File: src/mms_multipart_locator_top_macros.svh
// ----------------------------------------------------------------------------
// mms_multipart_locator_top_macros
// Assertion shorthands for the multipart locator: same-cycle and
// next-cycle implications, clocked on the rising edge, off during reset.
// ----------------------------------------------------------------------------
`ifndef MMS_MULTIPART_LOCATOR_TOP_MACROS_SVH
`define MMS_MULTIPART_LOCATOR_TOP_MACROS_SVH

// same-cycle implication
`define MML_ASSERT_IMP(label, clk_sig, rstn_sig, ante, cons) \
    label: assert property (@(posedge clk_sig) disable iff (!rstn_sig) \
        (ante) |-> (cons)) else $error("mml assertion failed");

// next-cycle implication
`define MML_ASSERT_NXT(label, clk_sig, rstn_sig, ante, cons) \
    label: assert property (@(posedge clk_sig) disable iff (!rstn_sig) \
        (ante) |=> (cons)) else $error("mml assertion failed");

`endif

File: src/mml_pkg.sv
// ----------------------------------------------------------------------------
// mml_pkg
// Types and constants for the multipart message part locator.
// ----------------------------------------------------------------------------
`default_nettype none

package mml_pkg;

    localparam int POSITION_BITS_DEF = 24;
    localparam int OFFSET_BITS       = 24;
    localparam int SIZE_BITS         = 14;

    localparam logic [7:0] MAGIC_FIRST  = 8'h8c;
    localparam logic [7:0] MAGIC_SECOND = 8'h80;
    localparam logic [7:0] FLD_HEADEND  = 8'h84;
    localparam logic [7:0] FLD_LENVAL   = 8'h89;
    localparam logic [7:0] FLD_ARG      = 8'h81;
    localparam logic [7:0] FLD_NAME     = 8'h85;
    localparam logic [7:0] LOW7_MASK    = 8'h7f;
    localparam logic [7:0] LABEL_BASE   = 8'h41;

    typedef enum logic [1:0] {
        KIND_REJECT = 2'd0,
        KIND_NAME   = 2'd1,
        KIND_PART   = 2'd2
    } kind_t;

    typedef enum logic [3:0] {
        PH_MAGIC  = 4'd0,
        PH_FIELD  = 4'd1,
        PH_SKIP84 = 4'd2,
        PH_LEN84  = 4'd3,
        PH_VAL84  = 4'd4,
        PH_COUNT  = 4'd5,
        PH_LEN89  = 4'd6,
        PH_VAL89  = 4'd7,
        PH_SHORT  = 4'd8,
        PH_STR    = 4'd9,
        PH_HSIZE  = 4'd10,
        PH_DSIZE1 = 4'd11,
        PH_DSIZE2 = 4'd12,
        PH_HDR    = 4'd13,
        PH_DATA   = 4'd14,
        PH_IDLE   = 4'd15
    } phase_t;

    typedef enum logic [2:0] {
        HS_CTLEN   = 3'd0,
        HS_CTFIRST = 3'd1,
        HS_CTSTR   = 3'd2,
        HS_CHK81   = 3'd3,
        HS_ARG81   = 3'd4,
        HS_CHK85   = 3'd5,
        HS_NAME    = 3'd6,
        HS_IGNORE  = 3'd7
    } hsub_t;

endpackage

`default_nettype wire

File: src/mms_multipart_locator_top.sv
// A byte that fires a result loads the result register when it is accepted.
// One byte per cycle while item_ready is high; state steps once per byte.
// A result register decouples the sides; a new request is taken while the
// previous result waits, as long as the result register is free or drains.
// Reset (rst_n low, asynchronous) clears the parser to the magic check at
// position zero and empties the result register.
// ----------------------------------------------------------------------------
// mms_multipart_locator_top
// Streaming locator for the parts of a stored multipart message: checks the
// magic bytes, skips top-level fields, emits part names and part data spans.
// ----------------------------------------------------------------------------
`default_nettype none

`include "mms_multipart_locator_top_macros.svh"

module mms_multipart_locator_top #(
    parameter int POSITION_BITS = mml_pkg::POSITION_BITS_DEF
) (
    input  wire logic                             clk,
    input  wire logic                             rst_n,
    input  wire logic                             item_valid,
    output logic                                  item_ready,
    input  wire logic [7:0]                       data_byte,
    input  wire logic                             file_start,
    output logic                                  result_valid,
    input  wire logic                             result_ready,
    output logic [1:0]                            kind,
    output logic [7:0]                            name_char,
    output logic [7:0]                            part_label,
    output logic [mml_pkg::OFFSET_BITS-1:0]       data_offset,
    output logic [mml_pkg::SIZE_BITS-1:0]         data_size
);

    localparam int SB = mml_pkg::SIZE_BITS;
    localparam int OB = mml_pkg::OFFSET_BITS;

    mml_pkg::phase_t          phase_reg, phase_next, cur_phase;
    mml_pkg::hsub_t           hsub_reg, hsub_next, cur_hsub;
    logic [POSITION_BITS-1:0] pos_reg, pos_next, cur_pos, pos_inc;
    logic [SB-1:0]            skip_reg, skip_next, cur_skip;
    logic [7:0]               parts_reg, parts_next, cur_parts;
    logic [7:0]               hsize_reg, hsize_next, cur_hsize;
    logic [7:0]               hleft_reg, hleft_next, cur_hleft;
    logic [6:0]               hibits_reg, hibits_next, cur_hibits;
    logic [SB-1:0]            dsize_reg, dsize_next, cur_dsize;

    logic                     item_accept;
    logic                     res_fire;
    logic                     locate;
    logic                     is_char;
    mml_pkg::kind_t           res_kind;
    logic [7:0]               res_char;
    logic [7:0]               res_label;
    logic [OB-1:0]            res_off;
    logic [SB-1:0]            res_size;
    logic [31:0]              off_wide;

    logic                     result_valid_reg;
    mml_pkg::kind_t           kind_reg;
    logic [7:0]               name_char_reg;
    logic [7:0]               part_label_reg;
    logic [OB-1:0]            data_offset_reg;
    logic [SB-1:0]            data_size_reg;

    assign item_ready  = !result_valid_reg || result_ready;
    assign item_accept = item_valid && item_ready;

    // restart the parser on the first byte of a file
    always_comb
    begin
        cur_phase  = file_start ? mml_pkg::PH_MAGIC : phase_reg;
        cur_hsub   = file_start ? mml_pkg::HS_CTLEN : hsub_reg;
        cur_pos    = file_start ? '0 : pos_reg;
        cur_skip   = file_start ? '0 : skip_reg;
        cur_parts  = file_start ? '0 : parts_reg;
        cur_hsize  = file_start ? '0 : hsize_reg;
        cur_hleft  = file_start ? '0 : hleft_reg;
        cur_hibits = file_start ? '0 : hibits_reg;
        cur_dsize  = file_start ? '0 : dsize_reg;
    end

    assign pos_inc  = cur_pos + POSITION_BITS'(1);
    assign off_wide = 32'(pos_inc);

    always_comb
    begin
        phase_next  = cur_phase;
        hsub_next   = cur_hsub;
        skip_next   = cur_skip;
        parts_next  = cur_parts;
        hsize_next  = cur_hsize;
        hleft_next  = cur_hleft;
        hibits_next = cur_hibits;
        dsize_next  = cur_dsize;
        pos_next    = pos_inc;
        res_fire    = 1'b0;
        locate      = 1'b0;
        is_char     = 1'b0;
        res_kind    = mml_pkg::KIND_REJECT;
        res_char    = '0;
        res_label   = '0;
        res_off     = '0;
        res_size    = '0;

        unique case (cur_phase)
            mml_pkg::PH_MAGIC:
            begin
                if (data_byte != ((cur_pos == '0) ? mml_pkg::MAGIC_FIRST
                                                  : mml_pkg::MAGIC_SECOND))
                begin
                    res_fire   = 1'b1;
                    phase_next = mml_pkg::PH_IDLE;
                end
                else if (cur_pos != '0)
                begin
                    phase_next = mml_pkg::PH_FIELD;
                end
            end
            mml_pkg::PH_FIELD:
            begin
                if (data_byte == mml_pkg::FLD_HEADEND)
                    phase_next = mml_pkg::PH_SKIP84;
                else if (data_byte == mml_pkg::FLD_LENVAL)
                    phase_next = mml_pkg::PH_LEN89;
                else if (data_byte[7])
                    phase_next = mml_pkg::PH_SHORT;
                else
                begin
                    parts_next = data_byte;
                    phase_next = (data_byte != '0) ? mml_pkg::PH_HSIZE : mml_pkg::PH_IDLE;
                end
            end
            mml_pkg::PH_SKIP84:
                phase_next = mml_pkg::PH_LEN84;
            mml_pkg::PH_LEN84:
            begin
                skip_next  = SB'(data_byte);
                phase_next = (data_byte != '0) ? mml_pkg::PH_VAL84 : mml_pkg::PH_COUNT;
            end
            mml_pkg::PH_VAL84:
            begin
                skip_next = cur_skip - SB'(1);
                if (skip_next == '0)
                    phase_next = mml_pkg::PH_COUNT;
            end
            mml_pkg::PH_COUNT:
            begin
                parts_next = data_byte;
                phase_next = (data_byte != '0) ? mml_pkg::PH_HSIZE : mml_pkg::PH_IDLE;
            end
            mml_pkg::PH_LEN89:
            begin
                skip_next  = SB'(data_byte);
                phase_next = (data_byte != '0) ? mml_pkg::PH_VAL89 : mml_pkg::PH_FIELD;
            end
            mml_pkg::PH_VAL89:
            begin
                skip_next = cur_skip - SB'(1);
                if (skip_next == '0)
                    phase_next = mml_pkg::PH_FIELD;
            end
            mml_pkg::PH_SHORT:
                phase_next = (data_byte[7] || data_byte == '0) ? mml_pkg::PH_FIELD
                                                               : mml_pkg::PH_STR;
            mml_pkg::PH_STR:
            begin
                if (data_byte == '0)
                    phase_next = mml_pkg::PH_FIELD;
            end
            mml_pkg::PH_HSIZE:
            begin
                parts_next = cur_parts - 8'd1;
                hsize_next = data_byte;
                phase_next = mml_pkg::PH_DSIZE1;
            end
            mml_pkg::PH_DSIZE1:
            begin
                if (data_byte[7])
                begin
                    hibits_next = data_byte[6:0];
                    phase_next  = mml_pkg::PH_DSIZE2;
                end
                else
                begin
                    dsize_next = SB'(data_byte);
                    if (cur_hsize == '0)
                        locate = 1'b1;
                    else
                    begin
                        hleft_next = cur_hsize;
                        hsub_next  = mml_pkg::HS_CTLEN;
                        phase_next = mml_pkg::PH_HDR;
                    end
                end
            end
            mml_pkg::PH_DSIZE2:
            begin
                dsize_next = {cur_hibits, data_byte[6:0]};
                if (cur_hsize == '0)
                    locate = 1'b1;
                else
                begin
                    hleft_next = cur_hsize;
                    hsub_next  = mml_pkg::HS_CTLEN;
                    phase_next = mml_pkg::PH_HDR;
                end
            end
            mml_pkg::PH_HDR:
            begin
                unique case (cur_hsub)
                    mml_pkg::HS_CTLEN:
                        hsub_next = (data_byte < cur_hsize) ? mml_pkg::HS_CTFIRST
                                                            : mml_pkg::HS_IGNORE;
                    mml_pkg::HS_CTFIRST:
                        hsub_next = (data_byte[7] || data_byte == '0) ? mml_pkg::HS_CHK81
                                                                      : mml_pkg::HS_CTSTR;
                    mml_pkg::HS_CTSTR:
                    begin
                        if (data_byte == '0)
                            hsub_next = mml_pkg::HS_CHK81;
                    end
                    mml_pkg::HS_CHK81:
                    begin
                        if (data_byte == mml_pkg::FLD_ARG)
                            hsub_next = mml_pkg::HS_ARG81;
                        else if (data_byte == mml_pkg::FLD_NAME)
                            hsub_next = mml_pkg::HS_NAME;
                        else
                            hsub_next = mml_pkg::HS_IGNORE;
                    end
                    mml_pkg::HS_ARG81:
                        hsub_next = mml_pkg::HS_CHK85;
                    mml_pkg::HS_CHK85:
                        hsub_next = (data_byte == mml_pkg::FLD_NAME) ? mml_pkg::HS_NAME
                                                                     : mml_pkg::HS_IGNORE;
                    mml_pkg::HS_NAME:
                    begin
                        if (data_byte == '0)
                            hsub_next = mml_pkg::HS_IGNORE;
                        else
                            is_char = 1'b1;
                    end
                    mml_pkg::HS_IGNORE:
                        hsub_next = cur_hsub;
                endcase
                hleft_next = cur_hleft - 8'd1;
                if (hleft_next == '0)
                    locate = 1'b1;
                else if (is_char)
                begin
                    res_fire = 1'b1;
                    res_kind = mml_pkg::KIND_NAME;
                    res_char = data_byte;
                end
            end
            mml_pkg::PH_DATA:
            begin
                skip_next = cur_skip - SB'(1);
                if (skip_next == '0)
                    phase_next = (cur_parts != '0) ? mml_pkg::PH_HSIZE : mml_pkg::PH_IDLE;
            end
            mml_pkg::PH_IDLE:
                phase_next = cur_phase;
        endcase

        if (locate)
        begin
            res_fire  = 1'b1;
            res_kind  = mml_pkg::KIND_PART;
            res_label = mml_pkg::LABEL_BASE + parts_next;
            res_off   = off_wide[OB-1:0];
            res_size  = dsize_next;
            skip_next = dsize_next;
            if (dsize_next != '0)
                phase_next = mml_pkg::PH_DATA;
            else
                phase_next = (parts_next != '0) ? mml_pkg::PH_HSIZE : mml_pkg::PH_IDLE;
        end
    end

    // parser state
    always_ff @(posedge clk or negedge rst_n)
    begin
        if (!rst_n)
        begin
            phase_reg  <= mml_pkg::PH_MAGIC;
            hsub_reg   <= mml_pkg::HS_CTLEN;
            pos_reg    <= '0;
            skip_reg   <= '0;
            parts_reg  <= '0;
            hsize_reg  <= '0;
            hleft_reg  <= '0;
            hibits_reg <= '0;
            dsize_reg  <= '0;
        end
        else if (item_accept)
        begin
            phase_reg  <= phase_next;
            hsub_reg   <= hsub_next;
            pos_reg    <= pos_next;
            skip_reg   <= skip_next;
            parts_reg  <= parts_next;
            hsize_reg  <= hsize_next;
            hleft_reg  <= hleft_next;
            hibits_reg <= hibits_next;
            dsize_reg  <= dsize_next;
        end
    end

    // result register
    always_ff @(posedge clk or negedge rst_n)
    begin
        if (!rst_n)
            result_valid_reg <= 1'b0;
        else if (item_accept && res_fire)
            result_valid_reg <= 1'b1;
        else if (result_ready)
            result_valid_reg <= 1'b0;
    end

    always_ff @(posedge clk)
    begin
        if (item_accept && res_fire)
        begin
            kind_reg        <= res_kind;
            name_char_reg   <= res_char;
            part_label_reg  <= res_label;
            data_offset_reg <= res_off;
            data_size_reg   <= res_size;
        end
    end

    assign result_valid = result_valid_reg;
    assign kind         = kind_reg;
    assign name_char    = name_char_reg;
    assign part_label   = part_label_reg;
    assign data_offset  = data_offset_reg;
    assign data_size    = data_size_reg;

    `MML_ASSERT_IMP(a_data_nonzero, clk, rst_n, phase_reg == mml_pkg::PH_DATA, skip_reg != '0)
    `MML_ASSERT_IMP(a_hdr_left, clk, rst_n, phase_reg == mml_pkg::PH_HDR, hleft_reg != '0)
    `MML_ASSERT_IMP(a_name_clean, clk, rst_n, result_valid_reg && kind_reg == mml_pkg::KIND_NAME, part_label_reg == '0 && data_offset_reg == '0 && data_size_reg == '0)
    `MML_ASSERT_NXT(a_drain, clk, rst_n, result_valid_reg && result_ready && !item_accept, !result_valid_reg)

endmodule

`default_nettype wire
File: config.mk
export PLATFORM = sky130hd
export DESIGN_NAME = mms_multipart_locator_top
export DESIGN_NICKNAME = d
export VERILOG_FILES = /design/src/mml_pkg.sv /design/src/mms_multipart_locator_top.sv
export VERILOG_INCLUDE_DIRS = /design/src /design/src/src
export SDC_FILE = /design/constraint.sdc
export NUM_CORES = 1
export LEC_CHECK = 0
export ABC_AREA = 0
export CORE_MARGIN = 2
export CORE_UTILIZATION = 56
export DETAILED_ROUTE_END_ITERATION = 7
export DONT_BUFFER_PORTS = 1
export MAX_ROUTING_LAYER = met4
export PLACE_DENSITY = 0.74
export SYNTH_ARGS = -nofsm -noshare
export SYNTH_HDL_FRONTEND = slang
export SYNTH_SLANG_ARGS = --single-unit
File: constraint.sdc
create_clock -name clk -period 4 [get_ports clk]
set_input_delay 0.2 -clock clk [delete_from_list [all_inputs] [get_ports clk]]
set_output_delay 0.2 -clock clk [all_outputs]
set_load 0.02 [all_outputs]
Word level (Yosys, flattened, before mapping)
Cells that the tools add are included.
- bits in registers: 147
- add/sub/neg operators: 5
- $lt $le $gt $ge: 1
- equal/unequal tests: 26
- muxes and demuxes: 69
- bitwise gates (word level): 2
- reduce and logical (&&, ||, !) cells: 22
- operators by type and width (kind ; number):
    $mux 8 ; 9
    $mux 14 ; 4
    $mux 4 ; 14
    $pmux 14 s2 ; 2
    $pmux 4 s14 ; 1
    $pmux 8 s3 ; 2
    $mux 3 ; 12
    $eq 8x8->1 const B ; 4
    $eq 4x4->1 const B ; 7
    $add 24x1->24 const B ; 1
    $logic_not 24->1 ; 1
    $logic_not 8->1 ; 3
    $mux 24 ; 1
    $pmux 3 s8 ; 1
    $reduce_bool 24->1 ; 1
    $reduce_bool 8->1 ; 3
    $mux 7 ; 3
    $eq 4x3->1 const B ; 4
    $mux 1 ; 16
    $sub 8x1->8 const B ; 2
    $logic_not 14->1 ; 1
    $reduce_bool 14->1 ; 1
    $sub 14x1->14 const B ; 1
    $eq 3x3->1 const B ; 4
    20 further kinds ; 27

Logic depth before layout (Yosys ltp)
Gate-level depths: netlist (run 1).
- depth in word-level cells: 10
- gate-level depth with buffers: 15

Least setup slack after synthesis (run 1)
OpenSTA, ideal clock, no wires.
- path kind: input -> register
- start: input file_start
- end: register data_offset_reg[0], in the netlist data_offset[0] (enable)
- arrival: 4.914 ns
- data required time: 3.530 ns
- slack: -1.384 ns
- stages: 13
- buffers on the path: 4
- cells stage by stage: buf_2 clkinv_1 clkbuf_1 buf_1 clkbuf_1 nand2_1 ha_1 and2_1 a21oi_1 o21ai_0 a31oi_1 nor2_1 nor2_1
- cells in the longest elaborated chain, start to end: 9
- elaborated cells between the ends (all ways): 28
- those cells by class: add/sub (1); eq/ne (5); mux (17); reduce/logical (5)
- RTL lines (element ; RTL line ; RTL):
    from (decl) ; mms_multipart_locator_top.sv:24 ; input wire logic file_start,
    parallel branches: the longest is 7 deep, another holds $sub 8x1->8 ; -- ;
    $mux 1 * ; mms_multipart_locator_top.sv:266 ; if (locate)
    $logic_and 1x1->1 * ; mms_multipart_locator_top.sv:323 ; if (item_accept && res_fire)
    to (signal assigned) ; mms_multipart_locator_top.sv:328 ; data_offset_reg <= res_off;
    to (decl) ; mms_multipart_locator_top.sv:62 ; logic [OB-1:0] data_offset_reg;
Mark *: on every way between the ends. The select of a mux whose other input is x is not followed.
A chain may end at the register's enable or synchronous reset.

Final worst setup path (run 1)
- start: register phase_reg[0]
- end: register part_label_reg[6], in the netlist part_label[6], data pin
- cells in the longest elaborated chain, start to end: 4
- elaborated cells between the ends (all ways): 10
- those cells by class: add/sub (1); eq/ne (6); mux (3)
- RTL lines (element ; RTL line ; RTL):
    from (decl) ; mms_multipart_locator_top.sv:37 ; mml_pkg::phase_t phase_reg, phase_next, cur_phase;
    from (signal assigned) ; mms_multipart_locator_top.sv:286 ; phase_reg <= mml_pkg::PH_MAGIC;
    from (signal assigned) ; mms_multipart_locator_top.sv:298 ; phase_reg <= phase_next;
    $mux 4 * ; mms_multipart_locator_top.sv:71 ; cur_phase = file_start ? mml_pkg::PH_MAGIC : phase_reg;
    $eq 4x4->1, or another cell as far along ; mms_multipart_locator_top.sv:105 ; unique case (cur_phase)
    $pmux 8 s3 * ; mms_multipart_locator_top.sv:105 ;
    net parts_next[0] ; mms_multipart_locator_top.sv:41 ; logic [7:0] parts_reg, parts_next, cur_parts;
    $add 7x8->8 * ; mms_multipart_locator_top.sv:270 ; res_label = mml_pkg::LABEL_BASE + parts_next;
    to (signal assigned) ; mms_multipart_locator_top.sv:327 ; part_label_reg <= res_label;
    to (decl) ; mms_multipart_locator_top.sv:61 ; logic [7:0] part_label_reg;
The timed path passes the listed nets; every way through them passes the cells marked *.

==> results of run 1 <==
[logic make-up (layout without fill, tap and decap cells)]
family                     after synthesis  in the layout  share of synthesized area [%]
xor gates and xnor gates                37             37                           3.71
AOI/OAI and AO/OA                      251            251                           18.6
buffers and inverters                   87             73                           4.18
adders and majority gates               16             16                           2.29
DFF                                    147            147                           45.3
muxes                                   18             18                           2.11
and+or+nand+nor                        414            414                           23.8
[cell usage after synthesis, types with 13 or more instances]
| cell | instances |
|---|---|
| a21oi_1 | 47 |
| a22o_1 | 18 |
| a22oi_1 | 13 |
| and2_1 | 15 |
| buf_2 | 18 |
| clkbuf_1 | 43 |
| dfrtp_1 | 91 |
| edfxtp_1 | 56 |
| ha_1 | 16 |
| inv_1 | 15 |
| mux2i_1 | 15 |
| nand2_1 | 121 |
| nand3_1 | 20 |
| nor2_1 | 118 |
| nor2b_1 | 18 |
| nor3_1 | 29 |
| nor4_1 | 14 |
| o21ai_0 | 89 |
| xnor2_1 | 23 |
| xor2_1 | 14 |
[power groups by stage]
stage | logic, uW | clock network [uW] | registers [uW]
2_1_floorplan | 1450 | 0 | 2010
3_3_place_gp | 1610 | 0 | 2160
3_5_place_dp | 1630 | 0 | 2160
4_1_cts | 1690 | 1560 | 2140
5_1_grt | 1900 | 1630 | 2190
6_report | 1710 | 1540 | 2150
[layer usage]
layer / routed length [microns] / track usage (%)
met5: 0 / -
met4: 684 / 12.1
met3: 1540 / 4.78
met2: 10800 / 45.8
met1: 9820 / 39.3
[per-stage QoR]
stage / instances / utilization (%) / hold WS (ns) / total power (uW) / instance area (sq um)
after global placement: 1101 / 57.9 / -0.0910 / 3770 / 8800
final: 1144 / 62.4 / 0.00590 / 5400 / 9490
after detailed placement: 1101 / 57.9 / -0.0905 / 3790 / 8800
after floorplan: 970 / - / -0.0956 / 3460 / 8740
after global routing: 1144 / 62.4 / 0.0202 / 5720 / 9490
after CTS: 1144 / 62.4 / 0.00510 / 5390 / 9490
[timing repair]
action / CTS / global route
hold endpoints to repair: 144 / 0
hold buffers: 11 / 0
buffers inserted: 0 / 0
[cell type report]
cell class	instances	area, sq um
timing repair buffer	25	233
multi-input combinational	736	4440
sequential	147	3960
fill	1249	5710
clock inverter	13	125
clock buffer	19	443
tap	188	235
inverter	16	60.1
[worst max path at each step]
stage	startpoint	endpoint	slack (ns)	depth (start not counted)
after floorplan	file_start	data_offset[0]	0.15	13
after global placement	file_start	data_size[9]	0.91	11
after detailed placement	file_start	data_size[8]	0.94	11
after CTS	pos_reg[0]	data_offset[22]	1.04	10
after global routing	phase_reg[0]	part_label[6]	0.77	8
final	phase_reg[0]	part_label[6]	0.99	8
[worst register-to-register path, cell delays in order (launching register included)]
cell	delay (ns)
dfrtp_1	0.74
or4b_4	0.57
nor2_1	0.29
a221o_1	0.30
ha_1	0.20
o21ai_0	0.16
nor4_1	0.27
xnor2_1	0.16
nor2_1	0.05
==> run summary, run 1 <==
After layout, the worst setup slack is 0.995 ns. The total leakage power is 0.00357 uW. Setup repair after global routing left no endpoint under its margin. The floorplan row count came out at 45. The height of the die came out at 129 microns. The path class of the lowest-slack min-delay path is primary input to flip-flop. The total length of routed wires came out at 22800 microns.

Combinational logic is responsible for 31.6% of the overall power. The maximum VDD drop came out at 0.392 mV. The die width is 129 microns.

The hold-critical path endpoint is skip_reg[4]. The flip-flop and latch count after synthesis came out at 147. The core region is 15200 sq um.

The switching share of power came out at 37.7%. The number of clock sinks came out at 147. The number of nets at the end of the flow is 972. Dividing the detail-routed via count by the number of cells gives 6.49. The worst setup path is of the flip-flop to flip-flop kind. STA puts the critical path data arrival time at 3.17 ns.

The part of the power in the clock network is 28.6%. The logic depth of the worst register-to-register path came out at 8. The total I/O pin count is 71. The sequential share of power is 39.8%.

The synthesis-to-finish area growth is 8.71%. The final routed DRC violation total is 0. The post-detailed-placement half-perimeter wirelength came out at 14200 microns.

The initial core utilization is a little under three fifths. The net count after synthesis is 999. The global-route wire length before repair came out at 36800 microns.

The insertion delay to the later sink of the worst-skew pair came out at 0.44 ns. The stage delay of the slowest cell on the critical path came out at 0.74 ns. The count of different cell masters after synthesis came out at 81. The post-synthesis instance area is 8730 sq um. In the final layout, the share of cells above drive strength 1 is 7.43%. The worst reg-to-reg setup slack is 0.99 ns. In this design, the largest share of critical-path delay is due to simple AND/OR/NAND/NOR gates. Leaving out fill and tap cells, the most frequent cells in the layout are 120 x nand2_1, 117 x nor2_1, 91 x dfrtp_1. The die outline area came out at 16600 sq um.

The last weighted congestion value of the routability-driven placer came out at 0.963. The run finished with clean final reports. Global routing finished with a remaining overflow of 0.

The count of input and output buffers is 0. The largest fanout on the critical path is 20. After synthesis, the share of flip-flops with an asynchronous set or reset is 61.9%. The number of synthesized flops with an enable pin came out at between 50 and 60. The number of cells upsized or downsized after cts is 0.

The total setup violations reported at the end of the flow is 0. The portion of the clock cycle consumed by the worst path in the final layout came out at between 70% and 80%. The clock tree from TritonCTS is yes. The ratio of total power to cell area came out at 569 nW/um^2.

For this run, the register share of the synthesized area comes to 45.3%. The worst hold path begins at data_byte[4]. The design internal power is between 3000 and 4000 uW. In this run the critical register-to-register path is captured at part_label[6]. The tree is rooted in a clkbuf_16. The initial detailed-routing violation count is 861. After synthesis, the cell types taking the most area are dfrtp_1 26%, edfxtp_1 19%, nand2_1 5.2%, o21ai_0 5.1%, nor2_1 5.1%. In this run the remaining antenna-violating nets after routing total 0. The relative slew slack is 38.0%. The count of antenna diodes in the layout is 0.

After routing, the total negative slack on setup checks comes to 0 ns. Among all stages on the critical path, the largest delay is contributed by dfrtp_1. The source of the worst register-to-register timing path is phase_reg[0]. Counting the buffers created by CTS gives 17. The H-tree level count came out at 4. In the synthesized netlist the dominant register cell turns out to be dfrtp_1. The count of final max-slew check failures is 0. In this design, the critical path's most frequently occurring cell is nor2_1. At the pin with the least slew margin, the transition time is 0.926 ns. The overall track demand over capacity in global routing is 29.7%. The most frequent standard cell in the layout excluding fill and tap cells is nand2_1.

The clock-pin transition on the worst setup and hold timing paths is about 0.060 ns. The area fraction of the dominant cell type after synthesis is 26.1%. Across the run, the number of max-cap violations was 0.

The mean instance size in the synthesized netlist came out at approximately 9 sq um. Counting along the longest clock path gives a buffer depth of 2. The final-report hold violation count came out at 0.

The number of detailed-routing iterations run before antenna repair is 5. The worst setup path is launched from a flip-flop. The mean routed wirelength per cell came out at 20.0 microns. The pre-CTS worst setup slack is roughly 0.94 ns. dfrtp_1 takes more of the synthesized area than any other cell. The number of antenna violations at the first check in global routing is 0. The timing-limited maximum frequency is 333 MHz. The time the worst path needs with I/O delays and setup is 3.01 ns.

The count of yosys warnings during synthesis came out at 0. Entering global routing, the biggest net connects 92 pins. The via count of the first global-routing pass is roughly 6800. The number of stages on the worst hold path is 2.

Summing over every cut layer, the via total after detailed routing is 7424. The post-route clock skew is 0.0103 ns. For this design the total switching power over the nets is 2040 uW. Together, buffers and inverters on the worst path number 0.

Walking the worst path, the cells encountered are or4b_4 -> nor2_1 -> a221o_1 -> ha_1 -> o21ai_0 -> nor4_1 -> xnor2_1 -> nor2_1. The worst setup path is captured at a flip-flop. Data on the critical path is required at its endpoint by between 4 and 5 ns.

The gate count of the mapped netlist came out at 970.
Note: power is estimated with default switching activity, not from simulation.
==> run 2, diff against run 1 <==
- PLACE_DENSITY: 0.74 -> 0.71
- clock period: 4 -> 2.9 ns (I/O delays scaled with it)
==> run summary, run 2 (synthesis results as in run 1) <==
In the layout the commonest cells are 118 x nand2_1, 115 x nor2_1, 90 x dfrtp_1. The startpoint identified for the worst register-to-register timing path is skip_reg[2]. The total global routing overflow came out at 0 (unchanged).

The synthesis-to-finish area growth is 11.4%. The via density per instance was 6.41 (-1.3%). The setup path with the least slack is of type flip-flop to flip-flop. The total I/O pin count came out at 71 (unchanged). The number of stages on the worst setup path was 7 (-1). The count of antenna diodes in the layout came out at 0 (unchanged). The clock tree from TritonCTS is yes. The post-placement cell area came to 9050 sq um (+2.8%). The setup TNS came to 0 ns (unchanged). The worst setup path is captured at a flip-flop. The fraction of the core area covered by cells at the end of the flow came out at 64.0% (+1.5 points). The post-route clock skew came out at 0.0187 ns (+0.00837 ns). The total leakage power is 0.00370 uW (+3.6%). The worst-case hold slack is 0.0497 ns (+0.0438 ns). The logic depth of the worst register-to-register path is 7 (-1). The die outline area is 16600 sq um (unchanged). The layout cell share with drive strength beyond 1 came out at 10.7% (+3.3 points).

The timing-limited maximum frequency came to 367 MHz (+10%). The total setup violations reported at the end of the flow is 0 (unchanged). The final routed DRC violation total is 0 (unchanged). The tree is rooted in a clkbuf_16. The initial detailed-routing violation count came out at 856 (-0.58%). The finished layout cell area is 9730 sq um (+2.5%). The antenna violation net count after detailed routing is 0 (unchanged). The critical path goes through nor3_4 -> nand4_2 -> o21ba_2 -> o311ai_1 -> nand4b_1 -> and3_1 -> o32a_1.

The via count of the first global-routing pass is 6912 (+2.3%). The required time of the worst setup path is 3.21 ns (-0.96 ns). The largest fanout on the critical path came to 10 (-50%).

The number of clock sinks is 147 (unchanged). The dominant delay contributor by cell family on the critical path is simple AND/OR/NAND/NOR gates. The mean routed wirelength per cell is 20.2 microns (+1.2%). The final-report hold violation count is 0 (unchanged). The clock-pin transition on the worst setup and hold timing paths is 0.06 ns (about the same). The number of buffers on the longest clock path is 2 (unchanged). The global-route wire length before repair came out at 38200 microns (+3.6%). The insertion delay to the later sink of the worst-skew pair is 0.44 ns (about the same). The flow ran to the end, and the final reports show no timing, DRC or antenna violations. The time the worst path needs with I/O delays and setup is 2.73 ns (-0.278 ns). The post-detailed-placement half-perimeter wirelength is 14900 microns (+5.1%). The largest individual stage delay along the critical path comes from the cell dfrtp_1. The max-capacitance violation count came out at 0 (unchanged).

The most critical setup path has its startpoint at skip_reg[2]. The number of detailed-routing iterations run before antenna repair is 5 (unchanged). The height of the die came out at 129 microns (unchanged).

The number of antenna violations at the first check in global routing is 0 (unchanged). The number of buffer and inverter instances along the worst setup path came out at 0 (unchanged). The die width was 129 microns (unchanged). STA classifies the critical path startpoint as a flip-flop. The stage delay of the slowest cell on the critical path came out at 0.54 ns (-0.20 ns). Setup repair after global routing left no endpoint under its margin.

The termination of the worst setup path is phase_reg[0]. The maximum VDD drop is 0.470 mV (+20%). The library cell used most frequently in the layout, excluding fill and tap cells, is nand2_1. The overall track demand over capacity in global routing is 30.8% (+1.1 points). The last weighted congestion value of the routability-driven placer is 0.925 (-3.9%). The number of buffers created by CTS came out at 17 (unchanged). The floorplan row count came out at 45 (unchanged). The worst reg-to-reg setup slack is 0.17 ns (-0.82 ns).

The worst endpoint data arrival time is 3.04 ns (-0.13 ns). The core box area came to 15200 sq um (unchanged). The portion of the clock cycle consumed by the worst path in the final layout is 94.0% (+19 points). The total length of routed wires was 23600 microns (+3.1%). The count of final max-slew check failures came out at 0 (unchanged). The number of nets at the end of the flow came out at 994 (+2.3%). The pin count of the biggest net entering global routing was 92 (unchanged).

The path class of the tightest hold or removal check is primary input to flip-flop. The H-tree level count is 4 (unchanged). The via total after detailed routing is 7469 (+0.61%). The relative slew slack came out at 28.4% (-9.7 points).

The filler cell count in the final layout came out at 1287 (+3.0%). In this run the critical register-to-register path is captured at phase_reg[0]. The actual transition at the worst max-transition pin came out at 1.07 ns (+0.145 ns). The ratio of total power to cell area came out at 775 nW/um^2 (+36%). The initial core utilization is 57.4% (unchanged). The count of input and output buffers is 0 (unchanged).
[run 2: cell count changes in the layout (fill, tap and decap cells not counted), sizes merged]
| cell | previous run | this run |
|---|---|---|
| inv | 20 | 15 |
| bufinv | 1 | 0 |
| clkbuf | 19 | 22 |
| clkinv | 5 | 8 |
| buf | 15 | 37 |
[run 2: cell type report]
cell class | instances | area [sq um] | share of cell area [%]
sequential | 147 | 3960 | 40.7
clock buffer | 22 | 474 | 4.88
clock inverter | 10 | 61.3 | 0.630
multi-input combinational | 736 | 4500 | 46.2
timing repair buffer | 47 | 427 | 4.39
inverter | 16 | 72.6 | 0.746
tap | 188 | 235 | 2.42
[run 2: metal layers]
layer  part of all wire (%)  track usage [%]  up-vias  wire length (microns)
met4                    3.2             11.6        0                    743
li1                       -                -     3510                      -
met3                    6.5             5.82       55                   1520
met2                     47             47.2      335                  11100
met5                      0                -        -                      0
met1                     43             40.8     3569                  10200
[run 2: repair_timing]
| action | 4_1_cts | 5_1_grt |
|---|---|---|
| setup buffers | 0 | 0 |
| resized for setup | 0 | 4 |
| hold endpoints to repair | 151 | 0 |
| endpoints found under the setup margin | 0 | 21 |
| hold buffers | 11 | 0 |
[run 2: stage by stage]
stage          setup WS (ns)  cells  power [uW]
5_1_grt               0.0540   1166        7990
2_1_floorplan         -0.102    970        4820
4_1_cts                0.139   1166        7490
3_5_place_dp           0.162   1123        5430
3_3_place_gp           0.241   1123        5400
6_report               0.173   1166        7530
[run 2: where the power goes]
part	internal (uW)	switching, uW
Combinational	1100	1520
Clock	1150	856
Sequential	2460	452
Total	4710	2820
[run 2: worst min-delay path by stage]
stage               cells past startpoint  slack, ns              to        from
floorplan                               0      -0.15    dsize_reg[0]       rst_n
global placement                        0      -0.15     pos_reg[17]       rst_n
detailed placement                      0      -0.15     pos_reg[17]       rst_n
CTS                                     3       0.02     skip_reg[5]  file_start
global route                            3       0.06    skip_reg[13]  file_start
finish                                  3       0.05  data_offset[8]  file_start
[run 2: worst register-to-register path, delay by kind of cell, from the launching register on]
kind | cells | cell delay, ns
and+or+nand+nor | 4 | 1.21
DFF | 1 | 0.54
AOI/OAI and AO/OA | 3 | 0.86
